**src/hw/rtl/btst_pkg.sv**
```systemverilog
`timescale 1ns / 1ps
// ----------------------------------------------------------------------------
// btst_pkg
// Shared constants, types and helpers for the backend transaction tracker.
// ----------------------------------------------------------------------------
package btst_pkg;

    localparam int COUNTER_BITS = 32;

    // Output widths
    localparam int TX_COUNT_BITS = 32;
    localparam int M_TDATA_BITS  = 48;

    // Parser phase codes
    localparam logic [2:0] PH_KIND = 3'd0;
    localparam logic [2:0] PH_LEN0 = 3'd1;
    localparam logic [2:0] PH_LEN1 = 3'd2;
    localparam logic [2:0] PH_LEN2 = 3'd3;
    localparam logic [2:0] PH_LEN3 = 3'd4;
    localparam logic [2:0] PH_BODY = 3'd5;

    // Message kinds and status characters
    localparam logic [7:0] KIND_READY = 8'h5A;   // 'Z'
    localparam logic [7:0] KIND_ERROR = 8'h45;   // 'E'
    localparam logic [7:0] STATUS_IDLE = 8'h49;  // 'I'

    // Payload positions of interest
    localparam logic [2:0] IDX_STATUS  = 3'd0;
    localparam logic [2:0] IDX_SEV_FIRST = 3'd1;
    localparam logic [2:0] IDX_SEV_LAST  = 3'd5;
    localparam logic [2:0] IDX_MAX       = 3'd7;

    localparam logic [31:0] HDR_LEN = 32'd4;

    // Per-transfer result, kept together between core and top
    typedef struct packed {
        logic [TX_COUNT_BITS-1:0] tx_count;
        logic                     malformed;
        logic                     fatal_seen;
        logic                     tx_done;
        logic                     tx_begin;
        logic                     in_transaction;
        logic                     message_end;
        logic                     message_start;
        logic [7:0]               msg_kind;
    } btst_result_t;

    // Severity text, payload byte 1..5
    function automatic logic [7:0] sev_fatal_char(input logic [2:0] idx);
        logic [7:0] c;
        unique case (idx)
            3'd1:    c = 8'h46;  // F
            3'd2:    c = 8'h41;  // A
            3'd3:    c = 8'h54;  // T
            3'd4:    c = 8'h41;  // A
            3'd5:    c = 8'h4C;  // L
            default: c = 8'h00;
        endcase
        return c;
    endfunction

    function automatic logic [7:0] sev_panic_char(input logic [2:0] idx);
        logic [7:0] c;
        unique case (idx)
            3'd1:    c = 8'h50;  // P
            3'd2:    c = 8'h41;  // A
            3'd3:    c = 8'h4E;  // N
            3'd4:    c = 8'h49;  // I
            3'd5:    c = 8'h43;  // C
            default: c = 8'h00;
        endcase
        return c;
    endfunction

endpackage

```
**src/hw/rtl/btst_core.sv**
```systemverilog
`timescale 1ns / 1ps
// ----------------------------------------------------------------------------
// btst_core
// Message framer and transaction state; one stream byte per enabled cycle.
// ----------------------------------------------------------------------------
module btst_core
    import btst_pkg::*;
(
    input  logic         clk,
    input  logic         rst_n,
    input  logic         step,           // consume one byte this cycle
    input  logic [7:0]   data_byte,
    input  logic         session_start,
    output btst_result_t result          // valid while step is high
);

    logic [2:0]              phase_reg,    phase_next;
    logic [7:0]              kind_reg,     kind_next;
    logic [31:0]             lshift_reg,   lshift_next;
    logic [31:0]             left_reg,     left_next;
    logic [2:0]              idx_reg,      idx_next;
    logic                    fmatch_reg,   fmatch_next;
    logic                    pmatch_reg,   pmatch_next;
    logic                    in_tx_reg,    in_tx_next;
    logic                    fatal_reg,    fatal_next;
    logic [COUNTER_BITS-1:0] count_reg,    count_next;

    logic [COUNTER_BITS+TX_COUNT_BITS-1:0] count_ext;

    always_comb
    begin
        logic [2:0]  ph;
        logic [7:0]  kind;
        logic [31:0] lsh;
        logic [31:0] left;
        logic [2:0]  idx;
        logic        fm;
        logic        pm;
        logic        ff;
        logic        now_tx;
        logic        fm_n;
        logic        pm_n;

        // session start: fresh parser, fatal flag cleared
        ph   = session_start ? PH_KIND : phase_reg;
        kind = session_start ? 8'h00   : kind_reg;
        lsh  = session_start ? 32'd0   : lshift_reg;
        left = session_start ? 32'd0   : left_reg;
        idx  = session_start ? 3'd0    : idx_reg;
        fm   = session_start ? 1'b1    : fmatch_reg;
        pm   = session_start ? 1'b1    : pmatch_reg;
        ff   = session_start ? 1'b0    : fatal_reg;

        phase_next  = ph;
        kind_next   = kind;
        lshift_next = lsh;
        left_next   = left;
        idx_next    = idx;
        fmatch_next = fm;
        pmatch_next = pm;
        in_tx_next  = in_tx_reg;
        fatal_next  = ff;
        count_next  = count_reg;

        result               = '0;
        now_tx               = 1'b0;
        fm_n                 = fm;
        pm_n                 = pm;

        if (ph == PH_LEN0 || ph == PH_LEN1 || ph == PH_LEN2 || ph == PH_LEN3)
        begin
            lshift_next = {lsh[23:0], data_byte};
            if (ph != PH_LEN3)
            begin
                phase_next = ph + 3'd1;
            end
            else if (lshift_next <= HDR_LEN)
            begin
                // short or empty: message ends on last length byte
                result.malformed   = (lshift_next < HDR_LEN);
                result.message_end = 1'b1;
                phase_next         = PH_KIND;
            end
            else
            begin
                left_next  = lshift_next - HDR_LEN;
                idx_next   = 3'd0;
                phase_next = PH_BODY;
            end
        end
        else if (ph == PH_BODY)
        begin
            if (kind == KIND_READY && idx == IDX_STATUS)
            begin
                now_tx = (data_byte != STATUS_IDLE);
                if (now_tx && !in_tx_reg)
                begin
                    result.tx_begin = 1'b1;
                    count_next      = count_reg + COUNTER_BITS'(1);
                end
                in_tx_next = now_tx;
            end
            if (kind == KIND_ERROR && idx >= IDX_SEV_FIRST && idx <= IDX_SEV_LAST)
            begin
                if (data_byte != sev_fatal_char(idx))
                begin
                    fm_n = 1'b0;
                end
                if (data_byte != sev_panic_char(idx))
                begin
                    pm_n = 1'b0;
                end
                fmatch_next = fm_n;
                pmatch_next = pm_n;
                if (idx == IDX_SEV_LAST && (fm_n || pm_n))
                begin
                    fatal_next = 1'b1;
                end
            end
            if (idx != IDX_MAX)
            begin
                idx_next = idx + 3'd1;
            end
            left_next = left - 32'd1;
            if (left == 32'd1)
            begin
                result.message_end = 1'b1;
                phase_next         = PH_KIND;
                if (kind == KIND_READY && !in_tx_next)
                begin
                    result.tx_done = 1'b1;
                end
            end
        end
        else
        begin
            kind_next            = data_byte;
            result.message_start = 1'b1;
            lshift_next          = 32'd0;
            left_next            = 32'd0;
            idx_next             = 3'd0;
            fmatch_next          = 1'b1;
            pmatch_next          = 1'b1;
            phase_next           = PH_LEN0;
        end

        result.msg_kind       = kind_next;
        result.in_transaction = in_tx_next;
        result.fatal_seen     = fatal_next;

        // counter view: low bits, zero-filled when narrower than the port
        count_ext       = {{TX_COUNT_BITS{1'b0}}, count_next};
        result.tx_count = count_ext[TX_COUNT_BITS-1:0];
    end

    always_ff @(posedge clk or negedge rst_n)
    begin
        if (!rst_n)
        begin
            phase_reg  <= PH_KIND;
            kind_reg   <= '0;
            lshift_reg <= '0;
            left_reg   <= '0;
            idx_reg    <= '0;
            fmatch_reg <= 1'b1;
            pmatch_reg <= 1'b1;
            in_tx_reg  <= 1'b0;
            fatal_reg  <= 1'b0;
            count_reg  <= '0;
        end
        else if (step)
        begin
            phase_reg  <= phase_next;
            kind_reg   <= kind_next;
            lshift_reg <= lshift_next;
            left_reg   <= left_next;
            idx_reg    <= idx_next;
            fmatch_reg <= fmatch_next;
            pmatch_reg <= pmatch_next;
            in_tx_reg  <= in_tx_next;
            fatal_reg  <= fatal_next;
            count_reg  <= count_next;
        end
    end

endmodule

```
**src/hw/rtl/backend_transaction_state_tracker_unit.sv**
```systemverilog
`timescale 1ns / 1ps
// ----------------------------------------------------------------------------
// backend_transaction_state_tracker_unit
// Frames a server-to-client database wire stream byte by byte and tracks
// transaction state, transaction count and fatal error responses.
// ----------------------------------------------------------------------------
//
//  Channel   Dir  Signals                     Content
//  --------  ---  --------------------------  -------------------------------
//  s_axis    in   tvalid tready tdata tuser   tdata: data_byte
//                                             tuser: session_start
//  m_axis    out  tvalid tready tdata tuser   tdata: per-byte status (below)
//                 tlast                       tuser: message_start
//                                             tlast: message_end
//
//  One result transfer per input byte, in order.
//  Path: input register, then result register, with the parser step between
//  them; the result register loads only when it is free or being taken.
//  Throughput: one byte per cycle while m_axis is not stalled, set by the
//  single parser step between the two registers.
//  Reset (rst_n low, asynchronous) empties both registers, returns the parser
//  to the kind byte, clears transaction state, fatal flag and count.
//  A stall on m_axis holds the result; s_axis keeps accepting until the input
//  register is also full, then s_tready drops until the result is taken.
//
module backend_transaction_state_tracker_unit
    import btst_pkg::*;
(
    input  logic                    clk,
    input  logic                    rst_n,

    input  logic                    s_tvalid,
    output logic                    s_tready,
    input  logic [7:0]              s_tdata,   // [7:0] data_byte
    input  logic                    s_tuser,   // [0] session_start

    output logic                    m_tvalid,
    input  logic                    m_tready,
    output logic [M_TDATA_BITS-1:0] m_tdata,   // [7:0] msg_kind, [8] in_transaction,
                                               // [9] tx_begin, [10] tx_done,
                                               // [11] fatal_seen, [12] malformed,
                                               // [44:13] tx_count, [47:45] zero
    output logic                    m_tuser,   // [0] message_start
    output logic                    m_tlast    // message_end
);

    // input register
    logic         in_valid_reg;
    logic [7:0]   in_byte_reg;
    logic         in_start_reg;

    // result register
    logic         out_valid_reg;
    btst_result_t out_reg;

    btst_result_t step_result;
    logic         advance;

    // move input byte into the result register when that slot frees up
    assign advance  = in_valid_reg && (!out_valid_reg || m_tready);
    assign s_tready = !in_valid_reg || advance;

    btst_core u_core (
        .clk           (clk),
        .rst_n         (rst_n),
        .step          (advance),
        .data_byte     (in_byte_reg),
        .session_start (in_start_reg),
        .result        (step_result)
    );

    always_ff @(posedge clk or negedge rst_n)
    begin
        if (!rst_n)
        begin
            in_valid_reg  <= 1'b0;
            out_valid_reg <= 1'b0;
        end
        else
        begin
            if (s_tvalid && s_tready)
            begin
                in_valid_reg <= 1'b1;
            end
            else if (advance)
            begin
                in_valid_reg <= 1'b0;
            end

            if (advance)
            begin
                out_valid_reg <= 1'b1;
            end
            else if (m_tready)
            begin
                out_valid_reg <= 1'b0;
            end
        end
    end

    // payload registers, no reset
    always_ff @(posedge clk)
    begin
        if (s_tvalid && s_tready)
        begin
            in_byte_reg  <= s_tdata;
            in_start_reg <= s_tuser;
        end
        if (advance)
        begin
            out_reg <= step_result;
        end
    end

    assign m_tvalid = out_valid_reg;
    assign m_tuser  = out_reg.message_start;
    assign m_tlast  = out_reg.message_end;
    assign m_tdata  = {3'b000,
                       out_reg.tx_count,
                       out_reg.malformed,
                       out_reg.fatal_seen,
                       out_reg.tx_done,
                       out_reg.tx_begin,
                       out_reg.in_transaction,
                       out_reg.msg_kind};

endmodule
```
**config.mk**
```make
export PLATFORM = sky130hd
export DESIGN_NAME = backend_transaction_state_tracker_unit
export DESIGN_NICKNAME = d
export VERILOG_FILES = /design/src/hw/rtl/btst_pkg.sv /design/src/hw/rtl/btst_core.sv /design/src/hw/rtl/backend_transaction_state_tracker_unit.sv
export SDC_FILE = /design/constraint.sdc
export NUM_CORES = 1
export LEC_CHECK = 0
export BUFFER_PORTS_ARGS = -buffer_cell sky130_fd_sc_hd__clkbuf_2
export CORE_MARGIN = 1
export CORE_UTILIZATION = 45
export CTS_CLUSTER_SIZE = 20
export DETAILED_ROUTE_END_ITERATION = 8
export PLACE_DENSITY_LB_ADDON = 0.05
export SYNTH_ARGS = -nofsm -noshare
export SYNTH_HDL_FRONTEND = slang
export SYNTH_SLANG_ARGS = --single-unit
```
**constraint.sdc**
```tcl
create_clock -name clk -period 5.6 [get_ports clk]
set_input_delay 1.12 -clock clk [delete_from_list [all_inputs] [get_ports clk]]
set_output_delay 1.12 -clock clk [all_outputs]
set_load 0.1 [all_outputs]
```
==> results of run 1 <==
==> worst reg2reg max path, stage by stage (launching register included) <==
cell	delay [ns]
edfxtp_1	0.40
buf_4	0.28
nor4b_1	0.80
nand4_1	0.17
nor3_1	0.57
nand3_1	0.73
nor4_1	0.52
xor2_1	0.18
==> layout by cell type, fill, tap and decap left out, types with 6 or more instances in the layout <==
cell type / n
or2_2: 8
a22oi_1: 17
dfrtp_1: 106
nand4_1: 18
o21ai_0: 65
nor2b_1: 11
o22ai_1: 10
nor2_1: 99
a21oi_1: 52
edfxtp_1: 56
nand2b_1: 9
a21o_1: 9
nor4_1: 31
clkbuf_16: 17
or4_1: 8
a211oi_1: 11
clkbuf_2: 60
nand3b_1: 6
o31ai_1: 10
o221ai_1: 7
xnor2_1: 15
xor2_1: 55
and2_1: 8
or3_1: 11
o211ai_1: 12
a221o_1: 7
and3_1: 10
buf_4: 18
inv_1: 20
a31oi_1: 8
nor3b_1: 6
mux2_2: 12
nor3_1: 61
nand2_1: 92
ha_1: 11
nand3_1: 28
a22o_1: 10
==> area by class of cell <==
class / instances / area [sq um] / share of cell area (%)
clock buffers: 18 / 429.2 / 4.020
clock inverters: 14 / 142.6 / 1.336
inverters: 22 / 83.83 / 0.7852
multi-input cells: 791 / 4855 / 45.47
flip-flops and latches: 164 / 4387 / 41.09
well taps: 275 / 344.1 / 3.223
repair buffers: 78 / 435.4 / 4.078
==> layer usage <==
metal / global-route usage [%] / wire length (um) / up-vias
li1: - / - / 3926
met4: 7.010 / 395 / 0
met2: 38.31 / 12010 / 280
met1: 35.92 / 12520 / 3894
met3: 3.037 / 1384 / 31
met5: 0 / 0 / -
==> cell usage after synthesis (all sizes together), types with 12 or more instances <==
cell,number,share of area [%]
inv,22,0.86
o211ai,12,0.94
dfrtp,106,28
a22oi,17,1.3
edfxtp,56,18
o21ai,67,3.5
nand2,93,3.6
nand4,18,1.2
mux2,12,1.4
nor4,32,2.2
nand3,28,1.5
a21oi,53,2.8
xnor2,15,1.4
nor3,61,3.2
xor2,55,5.0
clkbuf,61,2.4
nor2,101,4.0
==> worst max path at each step <==
stage / start / end / slack, ns
floorplan: in_start_reg / m_tdata[26] / 1.85
global placement: m_tready / u_core.left_reg[31] / 1.85
detailed placement: m_tready / u_core.left_reg[31] / 1.77
CTS: in_start_reg / u_core.left_reg[2] / 1.92
global route: in_start_reg / m_tdata[34] / 1.53
finish: in_start_reg / u_core.count_reg[21] / 1.87
==> power by group through the flow <==
stage | sequential (uW) | clock [uW] | combinational, uW
3_3_place_gp | 1670 | 0 | 1410
3_5_place_dp | 1670 | 0 | 1410
2_1_floorplan | 1770 | 0 | 927
6_report | 1650 | 1160 | 1430
5_1_grt | 1680 | 1220 | 1560
4_1_cts | 1640 | 1180 | 1420
==> through the flow <==
stage          hold WS (ns)  utilization, %  instance area (sq um)
6_report             0.4870           50.95                  10680
5_1_grt              0.5071           50.95                  10680
4_1_cts              0.4936           50.95                  10680
3_5_place_dp         0.4789           48.22                  10100
3_3_place_gp         0.4688           48.22                  10100
2_1_floorplan        0.4498               -                   9608
==> kinds of logic after synthesis <==
logic type               after synthesis
adder cells (fa/ha/maj)               11
multiplexers                          17
AO/OA/AOI/OAI                        264
buffers and inverters                 94
AND/OR/NAND/NOR                      426
XOR/XNOR                              70
other                                  1
flip-flops                           164
==> run_results.csv, run 1 <==
group,metric,value,unit
timing,setup_violations,0,
power_and_ir_drop,p_switching,1744,uW
synthesis,syn-cell-area,0.009600,sq mm
clocking,insertion_delay,0.43,ns
detailed_routing,drtAntennaViolNets,0,
floorplan,die_w,148.1,um
synthesis,seq_area_frac_synth,45.69,%
detailed_routing,drt_iter0_drc,727,
timing,maxSlewHeadroom,29.33,%
synthesis,synth_cells,1047,
layout,fin_cells,1362,
clocking,cts_root_buf,"clkbuf_16",
floorplan,row_count,53,
setup_path,cp_max_fo,40,
timing,fin_skew,0.01271,ns
worst_hold_path,whs_endpoint,"u_core.fatal_reg",
setup_path,cp_cell_sequence,"buf_4 > nor4b_1 > nand4_1 > nor3_1 > nand3_1 > nor4_1 > xor2_1",
floorplan,ios,65,
layout,nFillCells,1957,
power_and_ir_drop,power.share.clock,27.3,%
power_and_ir_drop,power,4242,uW
setup_path,required,5.95,ns
placed_design,numPlacedInstances,1330,
layout,nets,1098,
timing,rsz0062_at_grt,"false",
global_routing,antenna_found_initial,0,
layout,area_growth,11.21,%
setup_path,r2r-end,"u_core.count_reg[21]",
power_and_ir_drop,p_leak,0.004491,uW
setup_path,cp_top_family,"simple AND/OR/NAND/NOR gates",
worst_hold_path,min_from,"u_core.fatal_reg",
detailed_routing,wl_per_cell,19.31,um
timing,hold_viol_final,0,
clocking,cts_tree,"built",
global_routing,grt_overflow,0,
power_and_ir_drop,power.density,397.3,mW/mm^2
detailed_routing,viasPerCell,5.970,
timing,slew_violations,0,
synthesis,synth_cell_types,72,
timing,period_share,66.68,%
clocking,cts_made_buffers,17,
synthesis,synthAdderAreaFrac,1.434,%
synthesis,synthSimpleGateAreaFrac,22.38,%
setup_path,cpPeakStageDelay,0.79,ns
setup_path,critical_path_depth,7,
floorplan,start_util,45.81,%
setup_path,cp-start-kind,"register",
power_and_ir_drop,ir_drop,254.0,uV
clocking,cts_sinks,164,
global_routing,grt_usage,24.60,%
synthesis,ys_warn_count,0,
synthesis,muxShareOfSynthArea,1.929,%
synthesis,synth-edff-count,56,
global_routing,grt_pass1_wl,42060,um
job,drv_cap,0,
timing,worst_pin_slew,1.060,ns
setup_path,slowest_stage,"nor4b_1",
clocking,postCtsSetupRepairBufs,0,
placed_design,dpl_worst_slack,1.769,ns
setup_path,rrSetupSlack,1.87,ns
power_and_ir_drop,swShare,41.10,%
detailed_routing,drc,0,
global_routing,grt_max_degree,76,
clocking,cts-htree-levels,4,
setup_path,worst_setup_path_end_kind,"register",
layout,antenna-diode-count,0,
placed_design,port_buffers,61,
synthesis,syn_area_per_cell,9.169,sq um
floorplan,die_h,148.1,um
power_and_ir_drop,pwr-share-comb,33.8,%
global_routing,grt_pass1_vias,7490,
timing,finalCriticalPeriod,3.734,ns
clocking,clockBufferDepth,2,
setup_path,reg2reg_from,"in_start_reg",
synthesis,async_flop_share,65.85,%
clocking,clk_pin_slew,0.07,ns
run_status,outcome,"finished clean",
worst_hold_path,whs_path_depth,2,
layout,drive_gt1_share,13.34,%
detailed_routing,first_pass_iters,8,
placed_design,place.gp.congestion,0.8357,
setup_path,r2r_cells,7,
timing,tns,0,ns
placed_design,hpwl,17480,um
setup_path,worst-path-buf-inv,1,
worst_hold_path,worstHoldPathType,"register to register",
power_and_ir_drop,seqPwrFrac,39.0,%
synthesis,synthFlopType,"dfrtp_1",
synthesis,synth_xor_area_share,6.386,%
timing,layout_setup_ws,1.866,ns
floorplan,dieArea,0.02192,sq mm
synthesis,synth_top_family_by_area,"simple AND/OR/NAND/NOR gates",
layout,largest_reg_flops,45,
clocking,cts-resized-gates,0,
power_and_ir_drop,intPower,2499,uW
detailed_routing,vias,8131,
setup_path,critPathKind,"register to register",
floorplan,core-area,0.02096,sq mm
timing,fmax,0.2678,GHz
synthesis,ys_seq_elements,164,
setup_path,critPathArrivalTime,4.08,ns
clocking,cts_hold_buf,0,
detailed_routing,wl,26310,um
synthesis,synth_compound_area_share,18.27,%
Note: power is estimated with default switching activity, not from simulation.
==> run 2: changes to the inputs <==
==> constraint.sdc (replaced) <==
create_clock -name clk -period 3.9 [get_ports clk]
set_input_delay 0.78 -clock clk [delete_from_list [all_inputs] [get_ports clk]]
set_output_delay 0.78 -clock clk [all_outputs]
set_load 0.1 [all_outputs]
==> run 2 against run 1 <==
- sequential share of layout area down 0.34 points
- count of clock-buffer cells in the layout rose by 1
- global-route usage up 0.75 points
- wire length up 0.67%
- cell area is 0.84% higher
- non-clock buffer count grew 9
- critical path depth shrank 1
- first-iteration DRC count decreased by 25%
- clock power rose by 45%
- via count rose by 0.30%
- die area did not move
- maximum frequency rose by 3.5%
- highest routed layer unchanged
==> run_results.csv, run 2 (same netlist as run 1, synthesis figures left out) <==
group,metric,value,unit
timing,slew_violations,0,
power_and_ir_drop,power.density,570.4,mW/mm^2
clocking,postCtsSetupRepairBufs,0,
timing,setup_violations,0,
layout,final_common_cell,"dfrtp_1",
clocking,cts_made_buffers,17,
setup_path,cpPeakStageDelay,0.86,ns
floorplan,row_count,53,
layout,final_cell_mix,"106 x dfrtp_1, 99 x nor2_1, 92 x nand2_1",
timing,period_share,92.47,%
floorplan,die_h,148.1,um
detailed_routing,viasPerCell,5.948,
detailed_routing,drc,0,
clocking,cts_hold_buf,0,
clocking,cts-resized-gates,0,
detailed_routing,vias,8155,
floorplan,core-area,0.02096,sq mm
power_and_ir_drop,ir_drop,284.9,uV
layout,multi_input_area,0.004855,sq mm
power_and_ir_drop,swShare,40.92,%
clocking,cts_tree,"built",
layout,fin_cells,1371,
global_routing,grt_pass1_vias,7767,
layout,utilization,51.38,%
setup_path,critical_path_depth,6,
setup_path,worst-path-buf-inv,0,
clocking,clk_pin_slew,0.07,ns
power_and_ir_drop,power.share.clock,27.4,%
placed_design,numPlacedInstances,1339,
timing,fin_skew,0.01299,ns
timing,fmax,0.2773,GHz
layout,nets,1107,
power_and_ir_drop,pwr-share-comb,34.2,%
detailed_routing,wl_per_cell,19.32,um
detailed_routing,first_pass_iters,5,
setup_path,required,4.26,ns
placed_design,port_buffers,61,
setup_path,cp_top_family,"simple AND/OR/NAND/NOR gates",
layout,regArea,0.004387,sq mm
timing,maxSlewHeadroom,34.82,%
power_and_ir_drop,p_switching,2513,uW
clocking,clockBufferDepth,2,
floorplan,ios,65,
setup_path,cp_cell_sequence,"nor4b_1 > nand4_1 > nor3_1 > nand4_1 > nor3_1 > xor2_1",
floorplan,start_util,45.81,%
global_routing,antenna_found_initial,0,
run_status,outcome,"finished clean",
layout,nFillCells,1981,
layout,largest_reg_flops,45,
setup_path,cp_max_fo,9,
detailed_routing,drt_iter0_drc,545,
job,drv_cap,0,
timing,worst_pin_slew,0.9702,ns
layout,area_growth,12.15,%
power_and_ir_drop,seqPwrFrac,38.4,%
setup_path,worst_setup_path_end_kind,"register",
clocking,cts_root_buf,"clkbuf_16",
power_and_ir_drop,intPower,3628,uW
setup_path,critPathKind,"register to register",
setup_path,critPathArrivalTime,3.97,ns
setup_path,r2r_cells,6,
layout,antenna-diode-count,0,
clocking,cts-htree-levels,4,
timing,finalCriticalPeriod,3.606,ns
clocking,cts_sinks,164,
global_routing,grt_max_degree,64,
placed_design,place.gp.congestion,0.8430,
detailed_routing,drtAntennaViolNets,0,
layout,drive_gt1_share,14.14,%
timing,rsz0062_at_grt,"false",
detailed_routing,wl,26480,um
global_routing,grt_overflow,0,
floorplan,die_w,148.1,um
timing,tns,0,ns
setup_path,slowest_stage,"nor4b_1",
placed_design,hpwl,17870,um
setup_path,cp-start-kind,"register",
global_routing,grt_usage,25.35,%
timing,hold_viol_final,0,
floorplan,dieArea,0.02192,sq mm
global_routing,grt_pass1_wl,43280,um
clocking,insertion_delay,0.44,ns
power_and_ir_drop,p_leak,0.004545,uW
worst_hold_path,worstHoldPathType,"input pin to async pin",
## run 2: changes by cell type in the layout (fill, tap and decap cells not counted)
cell | before | now
clkinv_1 | 1 | 0
clkbuf_8 | 0 | 1
buf_12 | 0 | 1
buf_4 | 18 | 26
## run 2: cell type report
class                      instances  share of cell area (%)
tap                              275                   3.196
inverter                          22                  0.7786
clock buffer                      19                   4.114
timing repair buffer              87                   4.788
multi-input combinational        791                   45.09
sequential                       164                   40.74
clock inverter                    13                   1.290
## run 2: final timing paths
kind / from / slack [ns] / end
min in group clk: u_core.count_reg[31] / 0.49 / u_core.count_reg[31]
max: in_start_reg / 0.29 / u_core.count_reg[27]
max reg2reg: in_start_reg / 0.29 / u_core.count_reg[27]
min reg2reg: u_core.count_reg[31] / 0.49 / u_core.count_reg[31]
max in group asynchronous: rst_n / 2.73 / u_core.phase_reg[0]
min: rst_n / 0.37 / u_core.count_reg[24]
## run 2: stage by stage
step	worst slack, ns	cell area (sq um)	hold WS (ns)	power (uW)
3_5_place_dp	0.3181	10180	0.4824	4451
4_1_cts	0.3061	10770	0.3985	6142
3_3_place_gp	0.4396	10180	0.4709	4460
6_report	0.2938	10770	0.3700	6141
5_1_grt	0.08065	10770	0.4173	6469
2_1_floorplan	0.1533	9608	0.4498	3875
## run 2: power groups by stage
stage,logic (uW),clock network (uW),registers (uW)
2_1_floorplan,1330,0,2540
3_3_place_gp,2070,0,2390
3_5_place_dp,2070,0,2380
4_1_cts,2080,1710,2350
5_1_grt,2290,1780,2400
6_report,2100,1680,2360
## run 2: worst register-to-register path, cell delays in order, from the launching register on
cell and delay (ns):
edfxtp_1 0.54, nor4b_1 0.86, nand4_1 0.22, nor3_1 0.79, nand4_1 0.58, nor3_1 0.37, xor2_1 0.18
## run 2: per-layer routing
layer	vias to the layer above	GRT usage, %	wire, um
li1	3941	-	-
met1	3896	35.32	12410
met2	269	38.33	11710
met3	49	5.337	1618
met4	0	10.36	737
met5	-	0	0
